$ cat src/rtl/assert_macros.svh
// ----------------------------------------------------------------------------
// Assertion macros used by the top-level RTL file
// Short wrappers around concurrent assertions clocked on the block clock.
// ----------------------------------------------------------------------------
`ifndef ASSERT_MACROS_SVH
`define ASSERT_MACROS_SVH

// Implication checked at every rising edge while not in reset.
`define ASSERT_IMPL(label, clk, rst, lhs, rhs) \
   label: assert property (@(posedge clk) disable iff (rst) (lhs) |-> (rhs)) \
      else $error("assertion failed");

// Next-cycle implication checked at every rising edge while not in reset.
`define ASSERT_NEXT(label, clk, rst, lhs, rhs) \
   label: assert property (@(posedge clk) disable iff (rst) (lhs) |=> (rhs)) \
      else $error("assertion failed");

`endif

$ cat src/rtl/fdc_pkg.sv
// ----------------------------------------------------------------------------
// fdc_pkg
// Types and constants of the frame deframer with CRC-16 check.
// ----------------------------------------------------------------------------
`default_nettype none
package fdc_pkg;

   typedef enum logic [3:0] {
      PH_IDLE, PH_HEADER, PH_HDRBAD, PH_ROUTE, PH_LENGTH, PH_STAMP,
      PH_RESV, PH_PAYLOAD, PH_CRC, PH_TAIL, PH_DONE
   } phase_type;

   typedef enum logic [1:0] {
      KIND_PAYLOAD = 2'd0, KIND_ACCEPT = 2'd1, KIND_REJECT = 2'd2
   } kind_type;

   localparam logic [2:0] RSN_NONE   = 3'd0;
   localparam logic [2:0] RSN_EARLY  = 3'd1;
   localparam logic [2:0] RSN_HEADER = 3'd2;
   localparam logic [2:0] RSN_TAIL   = 3'd3;
   localparam logic [2:0] RSN_CRC    = 3'd4;

   localparam logic [1:0] REG_HEADER = 2'd0;
   localparam logic [1:0] REG_TAIL   = 2'd1;
   localparam logic [1:0] REG_SHIFT  = 2'd2;

   localparam logic [15:0] CRC_INIT = 16'hFFFF;
   localparam logic [15:0] CRC_POLY = 16'h1021;

   // One queue entry: up to two results from one input byte.
   typedef struct packed {
      logic        pay_valid;
      logic [7:0]  pay_byte;
      logic        stat_valid;
      logic [1:0]  stat_kind;
      logic [2:0]  stat_type;
      logic [63:0] stat_len;
      logic [63:0] stat_time;
      logic [2:0]  stat_reason;
   } entry_type;

   // Byte-wide CRC-16/CCITT-FALSE update (fixed XOR network).
   function automatic logic [15:0] crc_byte(input logic [15:0] c, input logic [7:0] b);
      logic [15:0] r;
      r = c ^ {b, 8'h00};
      for (int i = 0; i < 8; i++) begin
         r = r[15] ? ({r[14:0], 1'b0} ^ CRC_POLY) : {r[14:0], 1'b0};
      end
      return r;
   endfunction

endpackage
`default_nettype wire

$ cat src/rtl/frame_deframer_crc16_check.sv
// ----------------------------------------------------------------------------
// frame_deframer_crc16_check
// Deframer for length-prefixed frames with a CRC-16/CCITT-FALSE check.
// ----------------------------------------------------------------------------
// Usage:
//  Input bytes arrive on req_ with tuser = first byte of buffer and tlast =
//  last byte of buffer. Payload bytes leave on rsp_ as kind 0; at the tail a
//  single status transaction reports acceptance or a reject reason. rsp_tlast
//  marks the last result caused by one input byte.
//  Results pass through the queue and the output register. The parser takes one
//  byte per cycle while the queue is not full; the byte-wide CRC XOR network
//  in the parser sets that. A byte that causes two results (final payload
//  byte then early end) gives two transactions; a two-entry queue absorbs it.
//  When the receiver stalls, the queue fills and req_tready drops.
//  Reset clears parsing state and the registers to zero; no clearing pass.
//  The user writes configuration through the csr_ APB port while idle; unchecked.
// ----------------------------------------------------------------------------
`default_nettype none
`include "assert_macros.svh"
module frame_deframer_crc16_check
   import fdc_pkg::*;
#(
   parameter int RESERVED_BYTES = 8
) (
   input  wire logic         clock,
   input  wire logic         reset,
   input  wire logic         req_tvalid,
   output logic              req_tready,
   input  wire logic [7:0]   req_tdata,   // [7:0] data_byte
   input  wire logic         req_tuser,   // [0] first_byte
   input  wire logic         req_tlast,   // last_byte
   output logic              rsp_tvalid,
   input  wire logic         rsp_tready,
   // [1:0] out_kind, [9:2] out_byte, [12:10] frame_type, [76:13] payload_length,
   // [140:77] frame_time, [143:141] reject_reason, [151:144] zero fill
   output logic [151:0]      rsp_tdata,
   output logic              rsp_tlast,   // run_last
   input  wire logic         csr_psel,
   input  wire logic         csr_penable,
   input  wire logic         csr_pwrite,
   input  wire logic [3:0]   csr_paddr,
   input  wire logic [31:0]  csr_pwdata,
   output logic [31:0]       csr_prdata,
   output logic              csr_pready
);

   logic [15:0] hdr_ff, tail_ff;
   logic [3:0]  shift_ff;
   logic        take, q_full, q_empty, q_pop, p_valid;
   entry_type   p_ent, q_ent;
   logic [1:0]  o_kind;
   logic [7:0]  o_byte;
   logic [2:0]  o_type, o_rsn;
   logic [63:0] o_len, o_time;
   logic [1:0]  reg_idx;
   logic        csr_wr;

   assign csr_pready = 1'b1;
   assign reg_idx    = csr_paddr[3:2];
   assign csr_wr     = csr_psel && csr_penable && csr_pwrite;

   // Configuration registers.
   always_ff @(posedge clock) begin
      if (reset) begin
         hdr_ff   <= '0;
         tail_ff  <= '0;
         shift_ff <= '0;
      end else if (csr_wr && csr_paddr[1:0] == 2'b00) begin
         case (reg_idx)
            REG_HEADER: hdr_ff   <= csr_pwdata[15:0];
            REG_TAIL:   tail_ff  <= csr_pwdata[15:0];
            REG_SHIFT:  shift_ff <= csr_pwdata[3:0];
            default:    hdr_ff   <= hdr_ff;
         endcase
      end
   end

   // Register readback.
   always_comb begin
      case (reg_idx)
         REG_HEADER: csr_prdata = {16'd0, hdr_ff};
         REG_TAIL:   csr_prdata = {16'd0, tail_ff};
         REG_SHIFT:  csr_prdata = {28'd0, shift_ff};
         default:    csr_prdata = '0;
      endcase
   end

   assign req_tready = !q_full;
   assign take       = req_tvalid && req_tready;

   fdc_parser #(.RESERVED_BYTES(RESERVED_BYTES)) u_parser (
      .clock(clock), .reset(reset), .in_take(take), .in_byte(req_tdata),
      .in_first(req_tuser), .in_last(req_tlast), .header_magic(hdr_ff),
      .tail_magic(tail_ff), .type_shift(shift_ff), .ent(p_ent), .ent_valid(p_valid)
   );

   fdc_queue u_queue (
      .clock(clock), .reset(reset), .wr_en(p_valid), .wr_data(p_ent),
      .full(q_full), .rd_en(q_pop), .rd_data(q_ent), .empty(q_empty)
   );

   fdc_emitter u_emitter (
      .clock(clock), .reset(reset), .q_data(q_ent), .q_empty(q_empty),
      .q_pop(q_pop), .out_valid(rsp_tvalid), .out_ready(rsp_tready),
      .out_kind(o_kind), .out_byte(o_byte), .out_type(o_type), .out_len(o_len),
      .out_time(o_time), .out_reason(o_rsn), .out_last(rsp_tlast)
   );

   assign rsp_tdata = {8'd0, o_rsn, o_time, o_len, o_type, o_byte, o_kind};

   // Checks on the internal queue and result formatting.
   `ASSERT_IMPL(a_no_push_full, clock, reset, q_full, !p_valid)
   `ASSERT_IMPL(a_no_pop_empty, clock, reset, q_pop, !q_empty)
   `ASSERT_IMPL(a_pay_fields, clock, reset, rsp_tvalid && o_kind == KIND_PAYLOAD, o_rsn == RSN_NONE)
   `ASSERT_NEXT(a_pop_loads, clock, reset, q_pop, rsp_tvalid)

endmodule
`default_nettype wire

$ cat src/rtl/fdc_parser.sv
// ----------------------------------------------------------------------------
// fdc_parser
// Front part: accepts bytes, tracks the frame layout, updates the CRC and
// produces one queue entry for each byte that causes results.
// ----------------------------------------------------------------------------
`default_nettype none
module fdc_parser
   import fdc_pkg::*;
#(
   parameter int RESERVED_BYTES = 8
) (
   input  wire logic        clock,
   input  wire logic        reset,
   input  wire logic        in_take,
   input  wire logic [7:0]  in_byte,
   input  wire logic        in_first,
   input  wire logic        in_last,
   input  wire logic [15:0] header_magic,
   input  wire logic [15:0] tail_magic,
   input  wire logic [3:0]  type_shift,
   output entry_type        ent,
   output logic             ent_valid
);

   localparam int HDRBAD_END = 22 + RESERVED_BYTES;

   phase_type   phase_ff, phase_in;
   logic [6:0]  count_ff, count_in;
   logic [15:0] crc_ff, crc_in;
   logic [63:0] shift_ff, shift_in;
   logic [63:0] len_ff, len_in;
   logic [63:0] left_ff, left_in;
   logic [63:0] stamp_ff, stamp_in;
   logic [15:0] route_ff, route_in;
   logic        mism_ff, mism_in;

   phase_type   ph;
   logic [63:0] sh;
   logic [6:0]  cnt;
   logic [6:0]  cnt1;
   logic [63:0] sh1;
   logic [15:0] crc_cur;
   logic [15:0] crc_new;
   logic [15:0] rt_shifted;
   logic        status;

   assign crc_cur = in_first ? CRC_INIT : crc_ff;
   assign crc_new = crc_byte(crc_cur, in_byte);
   assign rt_shifted = route_ff >> type_shift;

   // Next-state and result logic for one accepted byte.
   always_comb begin
      ph       = in_first ? PH_HEADER : phase_ff;
      sh       = in_first ? 64'd0 : shift_ff;
      cnt      = in_first ? 7'd0 : count_ff;
      cnt1     = cnt + 7'd1;
      sh1      = {sh[55:0], in_byte};
      phase_in = phase_ff;
      count_in = count_ff;
      shift_in = shift_ff;
      crc_in   = in_first ? CRC_INIT : crc_ff;
      len_in   = in_first ? 64'd0 : len_ff;
      left_in  = in_first ? 64'd0 : left_ff;
      stamp_in = in_first ? 64'd0 : stamp_ff;
      route_in = in_first ? 16'd0 : route_ff;
      mism_in  = in_first ? 1'b0 : mism_ff;
      ent      = '0;
      status   = 1'b0;
      phase_in = ph;
      count_in = cnt;
      shift_in = sh;
      case (ph)
         PH_HEADER: begin
            shift_in = sh1;
            count_in = cnt1;
            if (cnt1 >= 7'd2) begin
               phase_in = (sh1[15:0] == header_magic) ? PH_ROUTE : PH_HDRBAD;
               count_in = '0;
               shift_in = '0;
            end
         end
         PH_HDRBAD: begin
            count_in = cnt1;
            if (cnt1 >= 7'(HDRBAD_END)) begin
               ent.stat_valid  = 1'b1;
               ent.stat_kind   = KIND_REJECT;
               ent.stat_reason = RSN_HEADER;
               status   = 1'b1;
               phase_in = PH_DONE;
               count_in = '0;
            end
         end
         PH_ROUTE, PH_LENGTH, PH_STAMP: begin
            crc_in   = crc_new;
            shift_in = sh1;
            count_in = cnt1;
            if (ph == PH_ROUTE && cnt1 >= 7'd2) begin
               route_in = sh1[15:0];
               phase_in = PH_LENGTH;
               count_in = '0;
               shift_in = '0;
            end else if (ph == PH_LENGTH && cnt1 >= 7'd8) begin
               len_in   = sh1;
               left_in  = sh1;
               phase_in = PH_STAMP;
               count_in = '0;
               shift_in = '0;
            end else if (ph == PH_STAMP && cnt1 >= 7'd8) begin
               stamp_in = sh1;
               count_in = '0;
               shift_in = '0;
               if (RESERVED_BYTES > 0) phase_in = PH_RESV;
               else phase_in = (len_ff != 64'd0) ? PH_PAYLOAD : PH_CRC;
            end
         end
         PH_RESV: begin
            crc_in   = crc_new;
            count_in = cnt1;
            if (cnt1 >= 7'(RESERVED_BYTES)) begin
               phase_in = (len_ff != 64'd0) ? PH_PAYLOAD : PH_CRC;
               count_in = '0;
               shift_in = '0;
            end
         end
         PH_PAYLOAD: begin
            crc_in        = crc_new;
            ent.pay_valid = 1'b1;
            ent.pay_byte  = in_byte;
            left_in       = left_ff - 64'd1;
            if (left_ff == 64'd1) begin
               phase_in = PH_CRC;
               count_in = '0;
               shift_in = '0;
            end
         end
         PH_CRC: begin
            shift_in = sh1;
            count_in = cnt1;
            if (cnt1 >= 7'd2) begin
               mism_in  = (sh1[15:0] != crc_ff);
               phase_in = PH_TAIL;
               count_in = '0;
               shift_in = '0;
            end
         end
         PH_TAIL: begin
            shift_in = sh1;
            count_in = cnt1;
            if (cnt1 >= 7'd2) begin
               ent.stat_valid = 1'b1;
               if (sh1[15:0] != tail_magic) begin
                  ent.stat_kind   = KIND_REJECT;
                  ent.stat_reason = RSN_TAIL;
               end else if (mism_ff) begin
                  ent.stat_kind   = KIND_REJECT;
                  ent.stat_reason = RSN_CRC;
               end else begin
                  ent.stat_kind = KIND_ACCEPT;
                  ent.stat_type = rt_shifted[2:0];
                  ent.stat_len  = len_ff;
                  ent.stat_time = stamp_ff;
               end
               status   = 1'b1;
               phase_in = PH_DONE;
               count_in = '0;
               shift_in = '0;
            end
         end
         default: begin
            phase_in = ph;
         end
      endcase
      // A buffer that ends before its status is complete.
      if (in_last && !status && ph != PH_IDLE && ph != PH_DONE) begin
         ent.stat_valid  = 1'b1;
         ent.stat_kind   = KIND_REJECT;
         ent.stat_reason = RSN_EARLY;
         phase_in = PH_DONE;
         count_in = '0;
         shift_in = '0;
      end
   end

   assign ent_valid = in_take && (ent.pay_valid || ent.stat_valid);

   // Parser state registers.
   always_ff @(posedge clock) begin
      if (reset) begin
         phase_ff <= PH_IDLE;
         count_ff <= '0;
         crc_ff   <= CRC_INIT;
         shift_ff <= '0;
         len_ff   <= '0;
         left_ff  <= '0;
         stamp_ff <= '0;
         route_ff <= '0;
         mism_ff  <= 1'b0;
      end else if (in_take) begin
         phase_ff <= phase_in;
         count_ff <= count_in;
         crc_ff   <= crc_in;
         shift_ff <= shift_in;
         len_ff   <= len_in;
         left_ff  <= left_in;
         stamp_ff <= stamp_in;
         route_ff <= route_in;
         mism_ff  <= mism_in;
      end
   end

endmodule
`default_nettype wire

$ cat src/rtl/fdc_queue.sv
// ----------------------------------------------------------------------------
// fdc_queue
// Two-entry queue between the parser and the result sequencer.
// ----------------------------------------------------------------------------
`default_nettype none
module fdc_queue
   import fdc_pkg::*;
(
   input  wire logic      clock,
   input  wire logic      reset,
   input  wire logic      wr_en,
   input  wire entry_type wr_data,
   output logic           full,
   input  wire logic      rd_en,
   output entry_type      rd_data,
   output logic           empty
);

   entry_type   mem_ff [2];
   logic        wptr_ff, rptr_ff;
   logic [1:0]  cnt_ff;

   assign full    = (cnt_ff == 2'd2);
   assign empty   = (cnt_ff == 2'd0);
   assign rd_data = mem_ff[rptr_ff];

   // Storage write.
   always_ff @(posedge clock) begin
      if (wr_en) mem_ff[wptr_ff] <= wr_data;
   end

   // Pointers and fill count.
   always_ff @(posedge clock) begin
      if (reset) begin
         wptr_ff <= 1'b0;
         rptr_ff <= 1'b0;
         cnt_ff  <= '0;
      end else begin
         if (wr_en) wptr_ff <= ~wptr_ff;
         if (rd_en) rptr_ff <= ~rptr_ff;
         cnt_ff <= cnt_ff + 2'(wr_en) - 2'(rd_en);
      end
   end

endmodule
`default_nettype wire

$ cat src/rtl/fdc_emitter.sv
// ----------------------------------------------------------------------------
// fdc_emitter
// Back part: splits a queue entry into one or two results on the output
// register and handles back-pressure from the receiver.
// ----------------------------------------------------------------------------
`default_nettype none
module fdc_emitter
   import fdc_pkg::*;
(
   input  wire logic        clock,
   input  wire logic        reset,
   input  wire entry_type   q_data,
   input  wire logic        q_empty,
   output logic             q_pop,
   output logic             out_valid,
   input  wire logic        out_ready,
   output logic [1:0]       out_kind,
   output logic [7:0]       out_byte,
   output logic [2:0]       out_type,
   output logic [63:0]      out_len,
   output logic [63:0]      out_time,
   output logic [2:0]       out_reason,
   output logic             out_last
);

   logic        valid_ff, valid_in;
   logic        half_ff, half_in;
   logic [1:0]  kind_ff, kind_in;
   logic [7:0]  byte_ff, byte_in;
   logic [2:0]  type_ff, type_in;
   logic [63:0] len_ff, len_in;
   logic [63:0] time_ff, time_in;
   logic [2:0]  rsn_ff, rsn_in;
   logic        last_ff, last_in;
   logic        load;
   logic        two;

   // Register is free when empty or being taken this cycle.
   assign load = !valid_ff || out_ready;
   assign two  = q_data.pay_valid && q_data.stat_valid;

   // Pop when the status half (or the only result) of an entry loads.
   always_comb begin
      q_pop    = load && !q_empty && (!two || half_ff);
      half_in  = half_ff;
      valid_in = valid_ff && !out_ready;
      kind_in  = kind_ff;
      byte_in  = byte_ff;
      type_in  = type_ff;
      len_in   = len_ff;
      time_in  = time_ff;
      rsn_in   = rsn_ff;
      last_in  = last_ff;
      if (load && !q_empty) begin
         valid_in = 1'b1;
         if (q_data.pay_valid && !half_ff) begin
            kind_in = KIND_PAYLOAD;
            byte_in = q_data.pay_byte;
            type_in = '0;
            len_in  = '0;
            time_in = '0;
            rsn_in  = RSN_NONE;
            last_in = !two;
            half_in = two;
         end else begin
            kind_in = q_data.stat_kind;
            byte_in = '0;
            type_in = q_data.stat_type;
            len_in  = q_data.stat_len;
            time_in = q_data.stat_time;
            rsn_in  = q_data.stat_reason;
            last_in = 1'b1;
            half_in = 1'b0;
         end
      end
   end

   // Output register.
   always_ff @(posedge clock) begin
      if (reset) begin
         valid_ff <= 1'b0;
         half_ff  <= 1'b0;
      end else begin
         valid_ff <= valid_in;
         half_ff  <= half_in;
      end
      kind_ff <= kind_in;
      byte_ff <= byte_in;
      type_ff <= type_in;
      len_ff  <= len_in;
      time_ff <= time_in;
      rsn_ff  <= rsn_in;
      last_ff <= last_in;
   end

   assign out_valid  = valid_ff;
   assign out_kind   = kind_ff;
   assign out_byte   = byte_ff;
   assign out_type   = type_ff;
   assign out_len    = len_ff;
   assign out_time   = time_ff;
   assign out_reason = rsn_ff;
   assign out_last   = last_ff;

endmodule
`default_nettype wire

$ cat config.mk
export PLATFORM = sky130hd
export DESIGN_NAME = frame_deframer_crc16_check
export DESIGN_NICKNAME = d
export VERILOG_FILES = /design/src/rtl/fdc_pkg.sv /design/src/rtl/frame_deframer_crc16_check.sv /design/src/rtl/fdc_parser.sv /design/src/rtl/fdc_queue.sv /design/src/rtl/fdc_emitter.sv
export VERILOG_INCLUDE_DIRS = /design/src /design/src/rtl
export SDC_FILE = /design/constraint.sdc
export NUM_CORES = 2
export LEC_CHECK = 0
export BUFFER_PORTS_ARGS = -buffer_cell sky130_fd_sc_hd__buf_2
export CORE_UTILIZATION = 55
export CTS_BUF_LIST = sky130_fd_sc_hd__clkbuf_16
export DETAILED_ROUTE_END_ITERATION = 16
export GPL_TIMING_DRIVEN = 0
export PLACE_DENSITY = 0.74
export SYNTH_ARGS = -nofsm -noshare
export SYNTH_HDL_FRONTEND = slang
export SYNTH_SLANG_ARGS = --single-unit
$ cat constraint.sdc
create_clock -name clock -period 34.9 [get_ports clock]
set_input_delay 1.745 -clock clock [delete_from_list [all_inputs] [get_ports clock]]
set_output_delay 1.745 -clock clock [all_outputs]
set_load 0.02 [all_outputs]
==> results.md <==
- # port buffers: 193
- Synth top area cells: edfxtp_1 (40%), dfxtp_1 (21%), mux2i_1 (6.2%)
- Ys flop type: edfxtp_1
- Routed len/inst: around 25 um
- WL final: ~97000 um
- Register area share after synthesis: 61.0%
- Layout cells sized above 1: about an eighth
- Largest net degree at the start of global routing: 69
- Clk root buf: clkbuf_16
- Antenna viol nets, final: 0
- Total gr overflow: 0
- Core area: between 50000 and 60000 sq um
- Synthesized instance count: 2808
- Actual slew at the worst max-slew pin: around 1.4 ns
- Most numerous cell in the Yosys netlist: nor2_1
- Final nets: around 3200
- RSZ-0062 raised after global routing: false
- Post-synth EDFFs: 437
- Final setup viols: 0
- Clock-pin slew on the worst setup and hold paths: 0.06 ns
- Cell Pwr Density: approximately 66 nW/um^2
- Total track usage: a little under a third
- Synth Cell Area: between 30000 and 40000 sq um
- CP max FO: 10
- Mux share of post-synthesis cell area: 7.33%
- HPWL Detailed: around 68000 um
- Synth Register Bits: around 770
- Worst EP required: ~35 ns
- Crit path kind: in2reg
- Inserted Diodes: 0
- Leakage power: roughly 14 nW
- Critical path startpoint category: input port
- CP Capture Type: flip-flop
- Die height: about 250 um
- Row cnt: between 80 and 90
- Post CTS Setup Buffer Count: 0
- Vias: about 24000
- Run status: finished clean
- Post-DR vias/cell: about 6.1
- FFs w/ async S/R, synth: 0%
- Compound-Gate Fraction of Synth Area: 11.1%
- Final Max Slew Viols: 0
- Die X: roughly 250 um
- Htree depth: 3
- Pre-Repair DR Iteration Count: 6
- Vias in the first global route: roughly 23000
- Design Area, Final: between 30000 and 40000 sq um
- FMAX: about 110 MHz
- Maximum VDD drop: 87.9 uV
- Synth Area in Simple Gates: between 10% and 20%
- Unique masters post-synth: 76
- Mean post-synth cell area: ~12 sq um
- Final period util: 26.6%
- Final setup TNS: 0 ns
- Clock Path Buffers: 3
- Endpoints failing hold: 0
- Initial core utilization: 56.0%
- Post-CTS Hold Buffers: 0
- IO Pins: ~240
- Yosys top cell area share: roughly 40%
- Dpl cell area: between 30000 and 40000 sq um
- Synth Warn #: 0
- CTS Sinks: 772
- CP arrival: between 9 and 10 ns
- GP Congestion: between 0.9 and 1
- Dpl cells: 3799
- Clock skew: 0.0212 ns
- Worst slew margin: ~6.8%
- Synth area leader: edfxtp_1
- Synth top cells by count: nor2_1 (439), edfxtp_1 (437), dfxtp_1 (335)
- CTS tree: built
- Largest family of logic cells by synthesized area: simple AND/OR/NAND/NOR gates
- Minimum clock period: a little over 9 ns
- Area growth syn-to-layout: 14.8%
- Inserted Clock Buffers: 78
- Synth Area in XOR/XNOR: under 10%
- Die Footprint: between 60000 and 70000 sq um
- CTS resizes: 0
- HP Class: reg2reg
- Initial antenna violation count: 1
- Post-Synth Adder-Cell Area: less than 1%
- Final Instance Count excl. Fillers: 3944
- Worst skew pair latency: roughly 0.63 ns
- Drt drc: 0
- Max-cap violation count: 0
- Initial detailed-routing violation count: between 2000 and 3000
- Wire length of the first global-routing pass: 143000 um
[cell type report]
type	count	area, sq um
Multi-Input combinational cell	1801	11700
Clock inverter	64	528
Tap cell	765	957
Fill cell	4474	20700
Clock buffer	81	2030
Buffer	225	993
Sequential cell	772	19800
Inverter	33	124
Timing Repair Buffer	203	1180
[critical path, stage by stage]
cell and delay, ns:
buf_2 0.14, clkbuf_1 0.41, buf_1 0.39, clkbuf_1 0.51, buf_1 0.78, buf_1 0.73, buf_1 0.71, nor2b_1 0.10
ha_1 0.27, nand3_1 0.10, nor3_1 0.06, or4_1 0.59, a21oi_1 0.71, nor3b_1 0.35, nor2b_1 0.18, clkbuf_1 0.80
buf_2 0.48, clkbuf_1 0.42, and2_1 0.24
[logic make-up after synthesis]
| logic type | after synthesis |
|---|---|
| multiplexers | 222 |
| XOR/XNOR | 86 |
| buffers and inverters | 258 |
| adder cells (fa/ha/maj) | 5 |
| flip-flops | 772 |
| AND/OR/NAND/NOR | 968 |
| AO/OA/AOI/OAI | 495 |
| other | 2 |
[per-layer routing]
metal	vias to the layer above	track usage [%]	part of all wire (%)
met2	1142	51.0	47
met1	12000	43.9	42
met4	0	12.2	3.5
met5	-	0	0
met3	217	4.89	8.0
li1	10900	-	-
[worst paths after layout]
kind                          from                     to  slack [ns]  depth (start not counted)
min          u_parser.shift_ff[48]  u_parser.shift_ff[48]        0.47                          1
max reg2reg   u_parser.count_ff[0]  u_queue.mem_ff[1][97]       29.82                         12
max                      req_tuser  u_queue.mem_ff[1][97]       25.60                         19
min reg2reg  u_parser.shift_ff[48]  u_parser.shift_ff[48]        0.47                          1
[power breakdown]
part | total (mW) | switching (mW) | internal (mW)
Clock | 0.836 | 0.354 | 0.481
Combinational | 0.518 | 0.363 | 0.155
Sequential | 1.12 | 0.0263 | 1.09
[cell usage in the layout, fill, tap and decap left out, types with 9 or more instances in the layout]
| cell type | count |
|---|---|
| buf_1 | 28 |
| o2bb2ai_1 | 13 |
| buf_2 | 208 |
| mux2i_1 | 201 |
| nand3_1 | 31 |
| nand2b_1 | 16 |
| inv_1 | 50 |
| nor3_1 | 41 |
| and3_1 | 10 |
| clkbuf_16 | 81 |
| a31oi_1 | 27 |
| mux2_2 | 9 |
| clkinv_1 | 19 |
| mux4_2 | 12 |
| xnor2_1 | 59 |
| or3_1 | 9 |
| clkbuf_1 | 153 |
| o32ai_1 | 16 |
| o21ai_0 | 36 |
| nor2_1 | 439 |
| xor2_1 | 27 |
| and2_1 | 148 |
| edfxtp_1 | 437 |
| nor4_1 | 52 |
| dfxtp_1 | 335 |
| buf_4 | 25 |
| nor4bb_1 | 9 |
| a21oi_1 | 68 |
| o22ai_1 | 24 |
| a22o_1 | 67 |
| a22oi_1 | 152 |
| a211oi_1 | 15 |
| nor2b_1 | 58 |
| nand4_1 | 19 |
| conb_1 | 25 |
| nand2_1 | 92 |
[stage by stage]
step                      power [mW]  hold WS [ns]  setup WS [ns]  utilization [%]
after floorplan                 1.48         0.434          22.71                -
after global routing            2.56         0.487          25.44             64.3
after detailed placement        1.65         0.448          25.28             59.9
after CTS                       2.48         0.469          25.88             64.3
final                           2.47         0.468          25.60             64.3
after global placement          1.65         0.451          16.85             59.5
[sequential cells by signal, indices dropped and copies added (netlist names), 2 cells and up, named ones only]
register              flops
hdr_ff                   16
shift_ff                  4
tail_ff                  16
u_emitter.out_byte        8
u_emitter.out_kind        2
u_emitter.out_len        64
u_emitter.out_reason      3
u_emitter.out_time       64
u_emitter.out_type        3
u_parser.count_ff         7
u_parser.crc_ff          16
u_parser.left_ff         64
u_parser.len_ff          64
u_parser.phase_ff         4
u_parser.route_ff        16
u_parser.shift_ff        56
u_parser.stamp_ff        64
u_queue.cnt_ff            2
u_queue.mem_ff          292
Note: power is estimated with default switching activity, not from simulation.
